==> config.mk <==
export PLATFORM = sky130hd
export DESIGN_NAME = diamond_ring_scan_generator_core_flat
export DESIGN_NICKNAME = d
export VERILOG_FILES = /design/src/design/drsg_pkg.sv /design/src/design/drsg_if.sv /design/src/design/drsg_datapath.sv /design/src/design/drsg_ctrl.sv /design/src/design/diamond_ring_scan_generator_core.sv /design/src/flat_wrapper.sv
export SDC_FILE = /design/constraint.sdc
export NUM_CORES = 1
export LEC_CHECK = 0
export BUFFER_PORTS_ARGS = -buffer_cell sky130_fd_sc_hd__buf_2
export CORE_MARGIN = 3
export CORE_UTILIZATION = 50
export DETAILED_ROUTE_END_ITERATION = 8
export PLACE_DENSITY_LB_ADDON = 0.2
export SYNTH_ARGS = -nofsm -noshare
export SYNTH_HDL_FRONTEND = slang
export SYNTH_SLANG_ARGS = --single-unit
==> constraint.sdc <==
create_clock -name clk_i -period 4.2 [get_ports clk_i]
set_input_delay 0.42 -clock clk_i [delete_from_list [all_inputs] [get_ports clk_i]]
set_output_delay 0.42 -clock clk_i [all_outputs]
set_load 0.03 [all_outputs]
==> src/design/drsg_pkg.sv <==
`default_nettype none
package drsg_pkg;

  localparam int unsigned SLOT_W = 6;
  localparam int unsigned OFS_W  = 4;
  localparam int unsigned RAD_W  = 3;

  typedef enum logic [1:0] {
    DIR_XDN_ZUP,
    DIR_XDN_ZDN,
    DIR_XUP_ZDN,
    DIR_XUP_ZUP
  } drsg_dir_e;

  typedef enum logic {
    ST_IDLE,
    ST_SCAN
  } drsg_state_e;

  typedef struct packed {
    logic capture;
    logic emit;
  } drsg_cmd_t;

  typedef struct packed {
    logic rescan;
    logic out_free;
    logic last_cell;
  } drsg_sts_t;

  // Slot index of the final cell for a given radius: 2r(r+1).
  function automatic logic [SLOT_W-1:0] ring_last_slot(input logic [RAD_W-1:0] r);
    logic [SLOT_W-1:0] s;
    unique case (r)
      3'd0:    s = 6'd0;
      3'd1:    s = 6'd4;
      3'd2:    s = 6'd12;
      3'd3:    s = 6'd24;
      3'd4:    s = 6'd40;
      3'd5:    s = 6'd60;
      default: s = 6'd60;
    endcase
    return s;
  endfunction

endpackage
`default_nettype wire

==> src/design/drsg_if.sv <==
`default_nettype none
interface drsg_cfg_if;
  logic                      valid;
  logic                      ready;
  logic [drsg_pkg::RAD_W-1:0] data;

  modport source (output valid, output data, input ready);
  modport sink   (input valid, input data, output ready);
endinterface

interface drsg_in_if #(
  parameter int unsigned COORD_BITS = 24
);
  logic                         valid;
  logic                         ready;
  logic signed [COORD_BITS-1:0] center_x;
  logic signed [COORD_BITS-1:0] center_z;
  logic                         force_req;

  modport source (output valid, output center_x, output center_z, output force_req,
                  input ready);
  modport sink   (input valid, input center_x, input center_z, input force_req,
                  output ready);
endinterface

interface drsg_out_if #(
  parameter int unsigned COORD_BITS = 24
);
  logic                              valid;
  logic                              ready;
  logic [drsg_pkg::SLOT_W-1:0]       slot_index;
  logic signed [drsg_pkg::OFS_W-1:0] offset_x;
  logic signed [drsg_pkg::OFS_W-1:0] offset_z;
  logic signed [COORD_BITS-1:0]      cell_x;
  logic signed [COORD_BITS-1:0]      cell_z;
  logic                              last;

  modport source (output valid, output slot_index, output offset_x, output offset_z,
                  output cell_x, output cell_z, output last, input ready);
  modport sink   (input valid, input slot_index, input offset_x, input offset_z,
                  input cell_x, input cell_z, input last, output ready);
endinterface
`default_nettype wire

==> src/design/drsg_datapath.sv <==
`default_nettype none
module drsg_datapath import drsg_pkg::*; #(
  parameter int unsigned MAX_RADIUS = 5,
  parameter int unsigned COORD_BITS = 24
) (
  input  logic                         clk_i,
  input  logic                         rst_ni,
  input  logic                         cfg_we_i,
  input  logic [RAD_W-1:0]             cfg_data_i,
  input  logic signed [COORD_BITS-1:0] center_x_i,
  input  logic signed [COORD_BITS-1:0] center_z_i,
  input  logic                         force_req_i,
  input  logic                         out_ready_i,
  input  drsg_cmd_t                    cmd_i,
  output drsg_sts_t                    sts_o,
  output logic                         out_valid_o,
  output logic [SLOT_W-1:0]            slot_index_o,
  output logic signed [OFS_W-1:0]      offset_x_o,
  output logic signed [OFS_W-1:0]      offset_z_o,
  output logic signed [COORD_BITS-1:0] cell_x_o,
  output logic signed [COORD_BITS-1:0] cell_z_o,
  output logic                         last_o
);

  localparam logic [RAD_W-1:0] MaxRad = RAD_W'(MAX_RADIUS);

  logic [RAD_W-1:0]             rad_q;
  logic signed [COORD_BITS-1:0] ctr_x_q, ctr_z_q;

  logic [RAD_W-1:0]       ring_q, ring_d;
  logic signed [OFS_W-1:0] ox_q, ox_d, oz_q, oz_d;
  drsg_dir_e              dir_q, dir_d;
  logic [SLOT_W-1:0]      slot_q, last_slot_q;
  logic                   ring_done;

  logic                         out_valid_q, out_valid_d;
  logic [SLOT_W-1:0]            out_slot_q;
  logic signed [OFS_W-1:0]      out_ox_q, out_oz_q;
  logic signed [COORD_BITS-1:0] out_cx_q, out_cz_q;
  logic                         out_last_q;

  always_ff @(posedge clk_i or negedge rst_ni) begin
    if (!rst_ni) begin
      rad_q   <= '0;
      ctr_x_q <= '0;
      ctr_z_q <= '0;
    end else begin
      if (cfg_we_i) begin
        rad_q <= (cfg_data_i > MaxRad) ? MaxRad : cfg_data_i;
      end
      if (cmd_i.capture) begin
        ctr_x_q <= center_x_i;
        ctr_z_q <= center_z_i;
      end
    end
  end

  assign sts_o.rescan    = force_req_i || (center_x_i != ctr_x_q) || (center_z_i != ctr_z_q);
  assign sts_o.out_free  = !out_valid_q || out_ready_i;
  assign sts_o.last_cell = (slot_q == last_slot_q);

  // ring walk stepper
  assign ring_done = (ring_q == '0) ||
                     ((dir_q == DIR_XUP_ZUP) && (oz_q == -OFS_W'(1)));

  always_comb begin
    ring_d = ring_q;
    ox_d   = ox_q;
    oz_d   = oz_q;
    dir_d  = dir_q;
    if (ring_done) begin
      ring_d = ring_q + RAD_W'(1);
      ox_d   = signed'(OFS_W'(ring_q) + OFS_W'(1));
      oz_d   = '0;
      dir_d  = DIR_XDN_ZUP;
    end else begin
      unique case (dir_q)
        DIR_XDN_ZUP: begin
          ox_d = ox_q - OFS_W'(1);
          oz_d = oz_q + OFS_W'(1);
          if (ox_d == '0) dir_d = DIR_XDN_ZDN;
        end
        DIR_XDN_ZDN: begin
          ox_d = ox_q - OFS_W'(1);
          oz_d = oz_q - OFS_W'(1);
          if (oz_d == '0) dir_d = DIR_XUP_ZDN;
        end
        DIR_XUP_ZDN: begin
          ox_d = ox_q + OFS_W'(1);
          oz_d = oz_q - OFS_W'(1);
          if (ox_d == '0) dir_d = DIR_XUP_ZUP;
        end
        default: begin
          ox_d = ox_q + OFS_W'(1);
          oz_d = oz_q + OFS_W'(1);
          if (oz_d == '0) dir_d = DIR_XDN_ZUP;
        end
      endcase
    end
  end

  always_ff @(posedge clk_i) begin
    if (cmd_i.capture) begin
      ring_q      <= '0;
      ox_q        <= '0;
      oz_q        <= '0;
      dir_q       <= DIR_XDN_ZUP;
      slot_q      <= '0;
      last_slot_q <= ring_last_slot(rad_q);
    end else if (cmd_i.emit) begin
      ring_q <= ring_d;
      ox_q   <= ox_d;
      oz_q   <= oz_d;
      dir_q  <= dir_d;
      slot_q <= slot_q + SLOT_W'(1);
    end
  end

  // output register
  always_comb begin
    out_valid_d = out_valid_q;
    if (cmd_i.emit) begin
      out_valid_d = 1'b1;
    end else if (out_ready_i) begin
      out_valid_d = 1'b0;
    end
  end

  always_ff @(posedge clk_i or negedge rst_ni) begin
    if (!rst_ni) begin
      out_valid_q <= 1'b0;
    end else begin
      out_valid_q <= out_valid_d;
    end
  end

  always_ff @(posedge clk_i) begin
    if (cmd_i.emit) begin
      out_slot_q <= slot_q;
      out_ox_q   <= ox_q;
      out_oz_q   <= oz_q;
      out_cx_q   <= ctr_x_q + COORD_BITS'(ox_q);
      out_cz_q   <= ctr_z_q + COORD_BITS'(oz_q);
      out_last_q <= (slot_q == last_slot_q);
    end
  end

  assign out_valid_o  = out_valid_q;
  assign slot_index_o = out_slot_q;
  assign offset_x_o   = out_ox_q;
  assign offset_z_o   = out_oz_q;
  assign cell_x_o     = out_cx_q;
  assign cell_z_o     = out_cz_q;
  assign last_o       = out_last_q;

endmodule
`default_nettype wire

==> src/design/drsg_ctrl.sv <==
`default_nettype none
module drsg_ctrl import drsg_pkg::*; (
  input  logic      clk_i,
  input  logic      rst_ni,
  input  logic      in_valid_i,
  output logic      in_ready_o,
  input  drsg_sts_t sts_i,
  output drsg_cmd_t cmd_o
);

  drsg_state_e state_q, state_d;

  always_ff @(posedge clk_i or negedge rst_ni) begin
    if (!rst_ni) begin
      state_q <= ST_IDLE;
    end else begin
      state_q <= state_d;
    end
  end

  always_comb begin
    state_d = state_q;
    unique case (state_q)
      ST_IDLE: begin
        if (in_valid_i && sts_i.rescan) state_d = ST_SCAN;
      end
      ST_SCAN: begin
        if (sts_i.out_free && sts_i.last_cell) state_d = ST_IDLE;
      end
      default: state_d = ST_IDLE;
    endcase
  end

  always_comb begin
    in_ready_o    = 1'b0;
    cmd_o.capture = 1'b0;
    cmd_o.emit    = 1'b0;
    unique case (state_q)
      ST_IDLE: begin
        in_ready_o    = 1'b1;
        cmd_o.capture = in_valid_i && sts_i.rescan;
      end
      ST_SCAN: begin
        cmd_o.emit = sts_i.out_free;
      end
      default: ;
    endcase
  end

endmodule
`default_nettype wire

==> src/design/diamond_ring_scan_generator_core.sv <==
// An item is accepted and its centre captured in the idle state; the single ring-walk
// stepper then emits one cell per cycle in the scan state while the output is free,
// 2r(r+1)+1 cells a rescan (61 at radius 5); an unchanged unforced centre is not scanned.
// A new item is taken while the final cell still waits in the output register.
// Reset: radius 0, stored centre 0, controller idle, output empty.
`default_nettype none
module diamond_ring_scan_generator_core import drsg_pkg::*; #(
  parameter int unsigned MAX_RADIUS = 5,
  parameter int unsigned COORD_BITS = 24
) (
  input  logic       clk_i,
  input  logic       rst_ni,
  drsg_cfg_if.sink   cfg_i,
  drsg_in_if.sink    in_i,
  drsg_out_if.source out_o
);

  drsg_cmd_t cmd;
  drsg_sts_t sts;

  assign cfg_i.ready = 1'b1;

  drsg_ctrl u_ctrl (
    .clk_i      (clk_i),
    .rst_ni     (rst_ni),
    .in_valid_i (in_i.valid),
    .in_ready_o (in_i.ready),
    .sts_i      (sts),
    .cmd_o      (cmd)
  );

  drsg_datapath #(
    .MAX_RADIUS (MAX_RADIUS),
    .COORD_BITS (COORD_BITS)
  ) u_dp (
    .clk_i        (clk_i),
    .rst_ni       (rst_ni),
    .cfg_we_i     (cfg_i.valid),
    .cfg_data_i   (cfg_i.data),
    .center_x_i   (in_i.center_x),
    .center_z_i   (in_i.center_z),
    .force_req_i  (in_i.force_req),
    .out_ready_i  (out_o.ready),
    .cmd_i        (cmd),
    .sts_o        (sts),
    .out_valid_o  (out_o.valid),
    .slot_index_o (out_o.slot_index),
    .offset_x_o   (out_o.offset_x),
    .offset_z_o   (out_o.offset_z),
    .cell_x_o     (out_o.cell_x),
    .cell_z_o     (out_o.cell_z),
    .last_o       (out_o.last)
  );

endmodule
`default_nettype wire

==> src/flat_wrapper.sv <==
// flat-port wrapper written by rule: the top's interface ports become plain ports
module diamond_ring_scan_generator_core_flat import drsg_pkg::*;
#(
  parameter int unsigned MAX_RADIUS = 5,
  parameter int unsigned COORD_BITS = 24
)
  (clk_i, rst_ni, cfg_i_valid, cfg_i_data, cfg_i_ready, in_i_valid, in_i_center_x, in_i_center_z, in_i_force_req, in_i_ready, out_o_valid, out_o_slot_index, out_o_offset_x, out_o_offset_z, out_o_cell_x, out_o_cell_z, out_o_last, out_o_ready);
  drsg_cfg_if cfg_i_i ();
  drsg_in_if #(.COORD_BITS(COORD_BITS)) in_i_i ();
  drsg_out_if #(.COORD_BITS(COORD_BITS)) out_o_i ();
  input  logic clk_i;
  input  logic rst_ni;
  input wire logic [$bits(cfg_i_i.valid)-1:0] cfg_i_valid;
  input wire logic [$bits(cfg_i_i.data)-1:0] cfg_i_data;
  output wire logic [$bits(cfg_i_i.ready)-1:0] cfg_i_ready;
  input wire logic [$bits(in_i_i.valid)-1:0] in_i_valid;
  input wire logic [$bits(in_i_i.center_x)-1:0] in_i_center_x;
  input wire logic [$bits(in_i_i.center_z)-1:0] in_i_center_z;
  input wire logic [$bits(in_i_i.force_req)-1:0] in_i_force_req;
  output wire logic [$bits(in_i_i.ready)-1:0] in_i_ready;
  output wire logic [$bits(out_o_i.valid)-1:0] out_o_valid;
  output wire logic [$bits(out_o_i.slot_index)-1:0] out_o_slot_index;
  output wire logic [$bits(out_o_i.offset_x)-1:0] out_o_offset_x;
  output wire logic [$bits(out_o_i.offset_z)-1:0] out_o_offset_z;
  output wire logic [$bits(out_o_i.cell_x)-1:0] out_o_cell_x;
  output wire logic [$bits(out_o_i.cell_z)-1:0] out_o_cell_z;
  output wire logic [$bits(out_o_i.last)-1:0] out_o_last;
  input wire logic [$bits(out_o_i.ready)-1:0] out_o_ready;
  assign cfg_i_i.valid = cfg_i_valid;
  assign cfg_i_i.data = cfg_i_data;
  assign cfg_i_ready = cfg_i_i.ready;
  assign in_i_i.valid = in_i_valid;
  assign in_i_i.center_x = in_i_center_x;
  assign in_i_i.center_z = in_i_center_z;
  assign in_i_i.force_req = in_i_force_req;
  assign in_i_ready = in_i_i.ready;
  assign out_o_valid = out_o_i.valid;
  assign out_o_slot_index = out_o_i.slot_index;
  assign out_o_offset_x = out_o_i.offset_x;
  assign out_o_offset_z = out_o_i.offset_z;
  assign out_o_cell_x = out_o_i.cell_x;
  assign out_o_cell_z = out_o_i.cell_z;
  assign out_o_last = out_o_i.last;
  assign out_o_i.ready = out_o_ready;
  diamond_ring_scan_generator_core #(.MAX_RADIUS(MAX_RADIUS), .COORD_BITS(COORD_BITS)) u_core (.clk_i(clk_i), .rst_ni(rst_ni), .cfg_i(cfg_i_i), .in_i(in_i_i), .out_o(out_o_i));
endmodule
==> results of run 1 <==
worst min-delay path by stage:
| stage | startpoint | to | slack (ps) | depth (start not counted) |
|---|---|---|---|---|
| global route | rst_ni | u_core.u_dp.rad_q[1] | 60 | 1 |
| global placement | rst_ni | u_core.u_dp.rad_q[0] | 490 | 1 |
| floorplan | rst_ni | u_core.u_ctrl.state_q | 120 | 0 |
| CTS | rst_ni | u_core.u_dp.rad_q[0] | 50 | 1 |
| finish | rst_ni | u_core.u_dp.rad_q[0] | 40 | 1 |
| detailed placement | u_core.u_dp.ring_q[1] | u_core.u_dp.ring_q[1] | 500 | 2 |
area by class of cell:
type	count	area, um^2	area share [%]
Multi-Input combinational cell	550	4340	44.7
Timing Repair Buffer	128	658	6.78
Clock buffer	18	450	4.64
Inverter	29	109	1.12
Tap cell	216	270	2.78
Sequential cell	139	3720	38.3
Clock inverter	14	165	1.70
layer usage:
metal	up-vias	track usage, %	wire (um)
met3	34	4.32	899
li1	2955	-	-
met4	0	7.47	431
met5	-	0	0
met2	178	36.6	9520
met1	2961	28.9	8820
cells by family (layout without fill, tap and decap cells):
group	after synthesis	count (layout)	synth area share [%]
fa+ha+maj	63	63	9.69
xor+xnor	102	102	10.8
mux	51	51	9.12
buf+inv	45	189	2.59
compound gates	158	158	12.4
other cells	1	1	0.0454
flops	139	139	45.0
simple gates	175	175	10.4
registers in the layout (all words and copies together), names as in the netlist, 3 cells and up:
name and cells:
u_core.u_dp.offset_x_o 4, u_core.u_dp.ctr_z_q 24, u_core.u_dp.cell_z_o 24, u_core.u_dp.ox_q 4, u_core.u_dp.rad_q 3, u_core.u_dp.slot_q 6
u_core.u_dp.slot_index_o 6, u_core.u_dp.ctr_x_q 24, u_core.u_dp.offset_z_o 4, u_core.u_dp.ring_q 3, u_core.u_dp.cell_x_o 24, u_core.u_dp.oz_q 4
u_core.u_dp.last_slot_q 4
synth_stat cells, types with 13 or more instances:
cell type	number
sky130_fd_sc_hd__edfxtp_1	67
sky130_fd_sc_hd__inv_1	29
sky130_fd_sc_hd__nor4_1	13
sky130_fd_sc_hd__mux2_4	48
sky130_fd_sc_hd__ha_1	60
sky130_fd_sc_hd__dfrtp_1	53
sky130_fd_sc_hd__o21ai_0	18
sky130_fd_sc_hd__a21o_1	16
sky130_fd_sc_hd__dfxtp_1	19
sky130_fd_sc_hd__xor2_1	70
sky130_fd_sc_hd__nand2_1	34
sky130_fd_sc_hd__nor2_1	49
sky130_fd_sc_hd__a21oi_1	49
sky130_fd_sc_hd__nand3_1	19
sky130_fd_sc_hd__nor3_1	16
sky130_fd_sc_hd__xnor2_1	32
per-stage QoR:
step                      worst slack, ps  hold slack [ps]
final                                 706             41.6
after global routing                  594             61.5
after CTS                             724             54.6
after detailed placement              760              500
after global placement                847              485
after floorplan                       754              124
power groups by stage:
stage          combinational (mW)  sequential [mW]  clock [mW]
2_1_floorplan                3.13             3.39           0
3_3_place_gp                 4.77             2.83           0
3_5_place_dp                 4.88             2.84           0
4_1_cts                      4.93             2.83        1.57
5_1_grt                      5.38             2.92        1.64
6_report                     4.92             2.83        1.55
cells in the final DEF, fill, tap and decap left out, drive strengths merged, types with 13 or more instances in the layout:
cell type	instances
a21oi	49
dfxtp	19
clkbuf	18
nand2	34
o21ai	26
inv	39
edfxtp	67
buf	128
nand3	19
xor2	70
ha	60
nor4	13
xnor2	32
nor2	49
a21o	16
nor3	16
dfrtp	53
mux2	50
worst max-delay path: cells and delay by family, from the launching register on:
family          cells  cell delay, ps
compound gates      7            2050
fa+ha+maj           2             640
flops               1             410
xor+xnor            1             140
==> impl_metrics.prom, run 1 <==
# TYPE chip_impl_metric gauge
chip_impl_metric{name="die_area",unit="um^2"} 18100
chip_impl_metric{name="setup_total_neg_slack",unit="ps"} 0
chip_impl_metric{name="layout.cells.non_filler",unit=""} 1094
chip_impl_metric{name="yosys_warnings",unit=""} 0
chip_impl_metric{name="r2r.worst_path.cells",unit=""} 10
chip_impl_metric{name="worst_slew_margin_rel",unit="%"} 20.4
chip_impl_metric{name="dp.cells",unit=""} 1062
chip_impl_metric{name="min_period",unit="ps"} 3490
chip_impl_metric{name="synth-seq-area-share",unit="%"} 45.0
chip_impl_metric{name="core.rowCount",unit=""} 46
chip_impl_info{name="crit_slowest_cell",value="sky130_fd_sc_hd__a2111o_1"} 1
chip_impl_metric{name="ctsLongestPathBuffers",unit=""} 2
chip_impl_info{name="dominantRegCellSynth",value="sky130_fd_sc_hd__edfxtp_1"} 1
chip_impl_metric{name="postCtsSetupBuffers",unit=""} 0
chip_impl_metric{name="total_power",unit="mW"} 9.31
chip_impl_metric{name="n_fill_cell",unit=""} 1359
chip_impl_metric{name="antenna_cells",unit=""} 0
chip_impl_metric{name="grt_antenna_before_repair",unit=""} 0
chip_impl_metric{name="wl_per_cell",unit="um"} 18.0
chip_impl_metric{name="post_synth_inst_count",unit=""} 734
chip_impl_info{name="timing.hold.worst.class",value="primary input to asynchronous set/reset pin"} 1
chip_impl_metric{name="clkSlewWorstSetupHoldPaths",unit="ps"} 70
chip_impl_metric{name="comb_power_share",unit="%"} 52.8
chip_impl_metric{name="post_cts_repair_resize_count",unit=""} 0
chip_impl_metric{name="grt_first_pass_wirelength",unit="mm"} 31.4
chip_impl_metric{name="timing.critical_path.arrival",unit="ps"} 3670
chip_impl_info{name="outcome",value="finished clean"} 1
chip_impl_metric{name="via_count_of_the_first_global_routing_pass",unit=""} 6136
chip_impl_metric{name="overall_die_width",unit="um"} 135
chip_impl_metric{name="postSynthAreaPerCell",unit="um^2"} 11.3
chip_impl_info{name="endpoint_kind",value="flop"} 1
chip_impl_metric{name="max_cap_violations",unit=""} 0
chip_impl_metric{name="timing_worst_slew_pin_value",unit="ps"} 1190
chip_impl_info{name="rsz0062_at_grt",value="false"} 1
chip_impl_metric{name="grt_start_max_net_pins",unit=""} 68
chip_impl_metric{name="cts_made_buffers",unit=""} 17
chip_impl_metric{name="p_sw_share",unit="%"} 43.7
chip_impl_metric{name="cp.required",unit="ps"} 4370
chip_impl_metric{name="post-route-util",unit="%"} 60.7
chip_impl_metric{name="p_seq_share",unit="%"} 30.5
chip_impl_metric{name="effective_utilization_at_floorplan",unit="%"} 51.6
chip_impl_metric{name="postSynthRegisterBits",unit=""} 139
chip_impl_metric{name="clk_latency",unit="ps"} 430
chip_impl_metric{name="grt_total_usage",unit="%"} 22.0
chip_impl_metric{name="final_max_slew_viol_count",unit=""} 0
chip_impl_metric{name="synth_top_area_share",unit="%"} 24.3
chip_impl_metric{name="ir_drop",unit="mV"} 0.429
chip_impl_metric{name="area.growth.synth_to_final",unit="%"} 17.6
chip_impl_metric{name="powerDensity",unit="nW/um^2"} 958
chip_impl_metric{name="routed_wirelength",unit="mm"} 19.7
chip_impl_metric{name="grt_overflow_total",unit=""} 0
chip_impl_metric{name="postRouteAntennaNets",unit=""} 0
chip_impl_metric{name="fin_worst_skew",unit="ps"} 7.99
chip_impl_metric{name="viasPerCell",unit=""} 5.60
chip_impl_metric{name="die_height",unit="um"} 135
chip_impl_metric{name="worst-path-max-fanout",unit=""} 5
chip_impl_metric{name="ys_types",unit=""} 63
chip_impl_info{name="critical_path.reg2reg.endpoint",value="u_core.u_dp.cell_x_o[22]"} 1
chip_impl_metric{name="dp_hpwl",unit="mm"} 14.6
chip_impl_metric{name="detailroute.via_count",unit=""} 6128
chip_impl_info{name="setup.worst_path.start_class",value="flop"} 1
chip_impl_metric{name="htreeDepth",unit=""} 4
chip_impl_metric{name="final_layout_size_suffix_gt1_share",unit="%"} 24.5
chip_impl_metric{name="max_stage_delay",unit="ps"} 490
chip_impl_metric{name="core_region_area",unit="um^2"} 16000
chip_impl_metric{name="synth_enable_flop_cells",unit=""} 67
chip_impl_info{name="clk_root_buffer_cell",value="sky130_fd_sc_hd__clkbuf_16"} 1
chip_impl_metric{name="reg2reg_slack",unit="ps"} 710
chip_impl_metric{name="max_freq",unit="MHz"} 286
chip_impl_info{name="critPathCapture",value="u_core.u_dp.cell_x_o[22]"} 1
chip_impl_metric{name="setup_violations",unit=""} 0
chip_impl_metric{name="cts.sinks",unit=""} 139
chip_impl_metric{name="leakagePower",unit="nW"} 4.37
chip_impl_info{name="worst-setup-path-type",value="flop to flop"} 1
chip_impl_metric{name="p_int",unit="mW"} 5.24
chip_impl_metric{name="power_switching",unit="mW"} 4.06
chip_impl_metric{name="final.period_utilization",unit="%"} 83.2
chip_impl_metric{name="routabilityCongestion",unit=""} 0.920
chip_impl_metric{name="final_routed_drc_violation_total",unit=""} 0
chip_impl_metric{name="numPortBuffers",unit=""} 121
chip_impl_metric{name="synth_fp_nets",unit=""} 853
chip_impl_metric{name="drtIter0Drc",unit=""} 394
chip_impl_metric{name="postLayoutCellArea",unit="um^2"} 9710
chip_impl_info{name="worst_r2r_startpoint",value="u_core.u_dp.ctr_x_q[0]"} 1
chip_impl_metric{name="drt_pre_antenna_iters",unit=""} 5
chip_impl_info{name="netlist_top_cells_area",value="sky130_fd_sc_hd__edfxtp_1 (24%), sky130_fd_sc_hd__dfrtp_1 (16%), sky130_fd_sc_hd__ha_1 (9.1%), sky130_fd_sc_hd__mux2_4 (8.7%), sky130_fd_sc_hd__xor2_1 (7.4%)"} 1
chip_impl_info{name="cts_tree",value="yes"} 1
chip_impl_metric{name="finish.net_count",unit=""} 984
chip_impl_metric{name="synthArstFlopShare",unit="%"} 38.1
chip_impl_metric{name="clockPowerShare",unit="%"} 16.7
chip_impl_metric{name="ios",unit=""} 123
chip_impl_info{name="synthDominantAreaCellType",value="sky130_fd_sc_hd__edfxtp_1"} 1
chip_impl_info{name="setup.worst_path.start",value="u_core.u_dp.ctr_x_q[0]"} 1
chip_impl_metric{name="hold_viol_final",unit=""} 0
chip_impl_metric{name="count_of_hold_buffers_inserted_by_post_cts_repair",unit=""} 0
chip_impl_metric{name="syn_area",unit="um^2"} 8260
chip_impl_metric{name="placement.cell_area",unit="um^2"} 9100
chip_impl_info{name="cp_cell_sequence",value="ha_1 > fa_1 > a21o_1 > a21o_1 > a211o_1 > a2111o_1 > a2111o_1 > a31oi_1 > o21ai_1 > xor2_1"} 1
Power figures use the tool's default switching activity.
==> run 2, diff against run 1 <==
- clock period: 4.2 -> 3.4 ns (I/O delays scaled with it)
==> run 2 against run 1 <==
Clock skew about the same; via count increased by 1.5%; final cell count rose by 1.0%; critical path depth is the same; register-to-register slack worse by 610 ps; sequential share of layout area down 0.24 points; routed wire length rose by 0.30%; non-clock buffer count increased by 11; first-iteration DRC count up 37%; utilization is 0.38 points higher; sequential power rose by 22%; combinational power increased by 26%; critical endpoint is now u_core.u_dp.cell_x_o[18]; highest routed layer unchanged.
==> impl_metrics.prom, run 2 (synthesized netlist as in run 1, its figures left out) <==
# TYPE chip_impl_metric gauge
chip_impl_info{name="outcome",value="finished clean"} 1
chip_impl_metric{name="n_fill_cell",unit=""} 1353
chip_impl_metric{name="postRouteAntennaNets",unit=""} 0
chip_impl_metric{name="die_area",unit="um^2"} 18100
chip_impl_metric{name="timing.critical_path.arrival",unit="ps"} 3480
chip_impl_metric{name="setup_total_neg_slack",unit="ps"} 0
chip_impl_metric{name="reg2reg_slack",unit="ps"} 90
chip_impl_metric{name="effective_utilization_at_floorplan",unit="%"} 51.6
chip_impl_info{name="setup.worst_path.start_class",value="flop"} 1
chip_impl_metric{name="final.period_utilization",unit="%"} 97.3
chip_impl_metric{name="pre_cts_slack",unit="ps"} 14.7
chip_impl_info{name="endpoint_kind",value="flop"} 1
chip_impl_metric{name="grt_antenna_before_repair",unit=""} 0
chip_impl_metric{name="placement.cell_area",unit="um^2"} 9180
chip_impl_metric{name="leakagePower",unit="nW"} 4.41
chip_impl_metric{name="cp.required",unit="ps"} 3570
chip_impl_info{name="timing.hold.worst.class",value="primary input to flop"} 1
chip_impl_metric{name="layout.area.seq",unit="um^2"} 3720
chip_impl_metric{name="max_cap_violations",unit=""} 0
chip_impl_metric{name="powerDensity",unit="nW/um^2"} 1170
chip_impl_metric{name="viasPerCell",unit=""} 5.63
chip_impl_metric{name="grt_total_usage",unit="%"} 22.1
chip_impl_metric{name="ctsLongestPathBuffers",unit=""} 2
chip_impl_metric{name="post-route-util",unit="%"} 61.1
chip_impl_metric{name="cts.sinks",unit=""} 139
chip_impl_metric{name="grt_overflow_total",unit=""} 0
chip_impl_metric{name="worst_hold_slack",unit="ps"} 135
chip_impl_metric{name="layout.cells.non_filler",unit=""} 1105
chip_impl_metric{name="dp.cells",unit=""} 1071
chip_impl_info{name="crit_slowest_cell",value="sky130_fd_sc_hd__a2111o_1"} 1
chip_impl_metric{name="drtIter0Drc",unit=""} 541
chip_impl_metric{name="combined_buffer_and_inverter_count_along_the_critical_path",unit=""} 0
chip_impl_metric{name="worst_slack",unit="ps"} 92.3
chip_impl_metric{name="drt_pre_antenna_iters",unit=""} 5
chip_impl_metric{name="final_routed_drc_violation_total",unit=""} 0
chip_impl_metric{name="cts_made_buffers",unit=""} 17
chip_impl_metric{name="numPortBuffers",unit=""} 121
chip_impl_info{name="setup.worst_path.start",value="u_core.u_dp.ctr_x_q[0]"} 1
chip_impl_info{name="cp_cell_sequence",value="ha_2 > fa_2 > a21o_1 > a21o_1 > a211o_1 > a2111o_1 > a2111o_1 > a31oi_1 > nor2_1 > o31a_1"} 1
chip_impl_info{name="critPathCapture",value="u_core.u_dp.cell_x_o[18]"} 1
chip_impl_metric{name="antenna_cells",unit=""} 0
chip_impl_metric{name="ir_drop",unit="mV"} 0.490
chip_impl_metric{name="min_period",unit="ps"} 3310
chip_impl_metric{name="setup_violations",unit=""} 0
chip_impl_metric{name="fin_worst_skew",unit="ps"} 8.17
chip_impl_metric{name="ios",unit=""} 123
chip_impl_info{name="critical_path.reg2reg.endpoint",value="u_core.u_dp.cell_x_o[18]"} 1
chip_impl_metric{name="area.growth.synth_to_final",unit="%"} 18.3
chip_impl_metric{name="clkSlewWorstSetupHoldPaths",unit="ps"} 70
chip_impl_metric{name="worst_slew_margin_rel",unit="%"} 47.3
chip_impl_info{name="worst_path_dominant_cell_family",value="compound AO/OA/AOI/OAI gates"} 1
chip_impl_metric{name="grt_first_pass_wirelength",unit="mm"} 31.8
chip_impl_metric{name="hold_viol_final",unit=""} 0
chip_impl_metric{name="dp_hpwl",unit="mm"} 14.5
chip_impl_info{name="cts_tree",value="yes"} 1
chip_impl_metric{name="core_region_area",unit="um^2"} 16000
chip_impl_metric{name="clk_latency",unit="ps"} 430
chip_impl_metric{name="routabilityCongestion",unit=""} 0.915
chip_impl_metric{name="worst-path-max-fanout",unit=""} 3
chip_impl_metric{name="grt_start_max_net_pins",unit=""} 55
chip_impl_metric{name="multi_input_area",unit="um^2"} 4350
chip_impl_metric{name="max_freq",unit="MHz"} 302
chip_impl_metric{name="die_height",unit="um"} 135
chip_impl_metric{name="max_stage_delay",unit="ps"} 500
chip_impl_info{name="rsz0062_at_grt",value="false"} 1
chip_impl_metric{name="routed_wirelength",unit="mm"} 19.7
chip_impl_metric{name="final_max_slew_viol_count",unit=""} 0
chip_impl_metric{name="overall_die_width",unit="um"} 135
chip_impl_metric{name="postLayoutCellArea",unit="um^2"} 9770
chip_impl_metric{name="r2r.worst_path.cells",unit=""} 10
chip_impl_info{name="worst-setup-path-type",value="flop to flop"} 1
chip_impl_metric{name="timing_worst_slew_pin_value",unit="ps"} 790
chip_impl_metric{name="detailroute.via_count",unit=""} 6221
chip_impl_info{name="clk_root_buffer_cell",value="sky130_fd_sc_hd__clkbuf_16"} 1
chip_impl_metric{name="cell_depth_of_the_worst_setup_path",unit=""} 10
chip_impl_info{name="layout.cells.most_common",value="sky130_fd_sc_hd__buf_2"} 1
chip_impl_metric{name="core.rowCount",unit=""} 46
chip_impl_metric{name="via_count_of_the_first_global_routing_pass",unit=""} 6244
chip_impl_info{name="worst_r2r_startpoint",value="u_core.u_dp.ctr_x_q[0]"} 1
chip_impl_metric{name="wl_per_cell",unit="um"} 17.9
chip_impl_metric{name="finish.net_count",unit=""} 995
chip_impl_info{name="layout.cells.most_common_list",value="sky130_fd_sc_hd__buf_2 (121), sky130_fd_sc_hd__xor2_1 (70), sky130_fd_sc_hd__edfxtp_1 (67), sky130_fd_sc_hd__ha_1 (59), sky130_fd_sc_hd__dfrtp_1 (53)"} 1
chip_impl_metric{name="htreeDepth",unit=""} 4
chip_impl_metric{name="total_power",unit="mW"} 11.5
chip_impl_metric{name="final_layout_size_suffix_gt1_share",unit="%"} 25.6
==> run 2: cell types whose count changed in the layout (fill, tap and decap cells not counted), sizes merged <==
cell / before / now
buf: 128 / 138
bufinv: 1 / 0
clkbuf: 18 / 17
clkinv: 2 / 3
dlygate4sd3: 0 / 1
inv: 39 / 40
==> run 2: routing by layer <==
| layer | wire length, um | GRT usage, % |
|---|---|---|
| met3 | 887 | 4.43 |
| met4 | 471 | 7.52 |
| met1 | 8640 | 29.0 |
| met5 | 0 | 0 |
| met2 | 9730 | 37.0 |
==> run 2: where the power goes <==
group          leakage [nW]  switching [mW]  internal, mW
Sequential             1.44           0.593          2.87
Clock                 0.279           0.816         0.973
Combinational          2.69            3.62          2.59
==> run 2: timing repair <==
item,4_1_cts,5_1_grt
endpoints found under the hold margin,3,0
setup buffers,0,1
hold buffers,1,0
setup endpoints to repair,1,2
pin swaps,1,2
resized for setup,1,2
==> run 2: worst min path at each step <==
stage / start / slack, ps / to / depth (start not counted)
global route: cfg_i_valid / 130 / u_core.u_dp.rad_q[0] / 2
global placement: rst_ni / 450 / u_core.u_dp.rad_q[0] / 1
CTS: cfg_i_valid / 120 / u_core.u_dp.rad_q[0] / 2
detailed placement: rst_ni / 450 / u_core.u_dp.rad_q[1] / 1
finish: cfg_i_valid / 140 / u_core.u_dp.rad_q[0] / 2
floorplan: rst_ni / 40 / u_core.u_ctrl.state_q / 0
==> run 2: final cells by class <==
class	count	area share, %
well taps	216	2.76
inverters	29	1.11
flip-flops and latches	139	38.0
repair buffers	139	7.73
multi-input cells	550	44.5
clock buffers	17	4.35
clock inverters	15	1.46
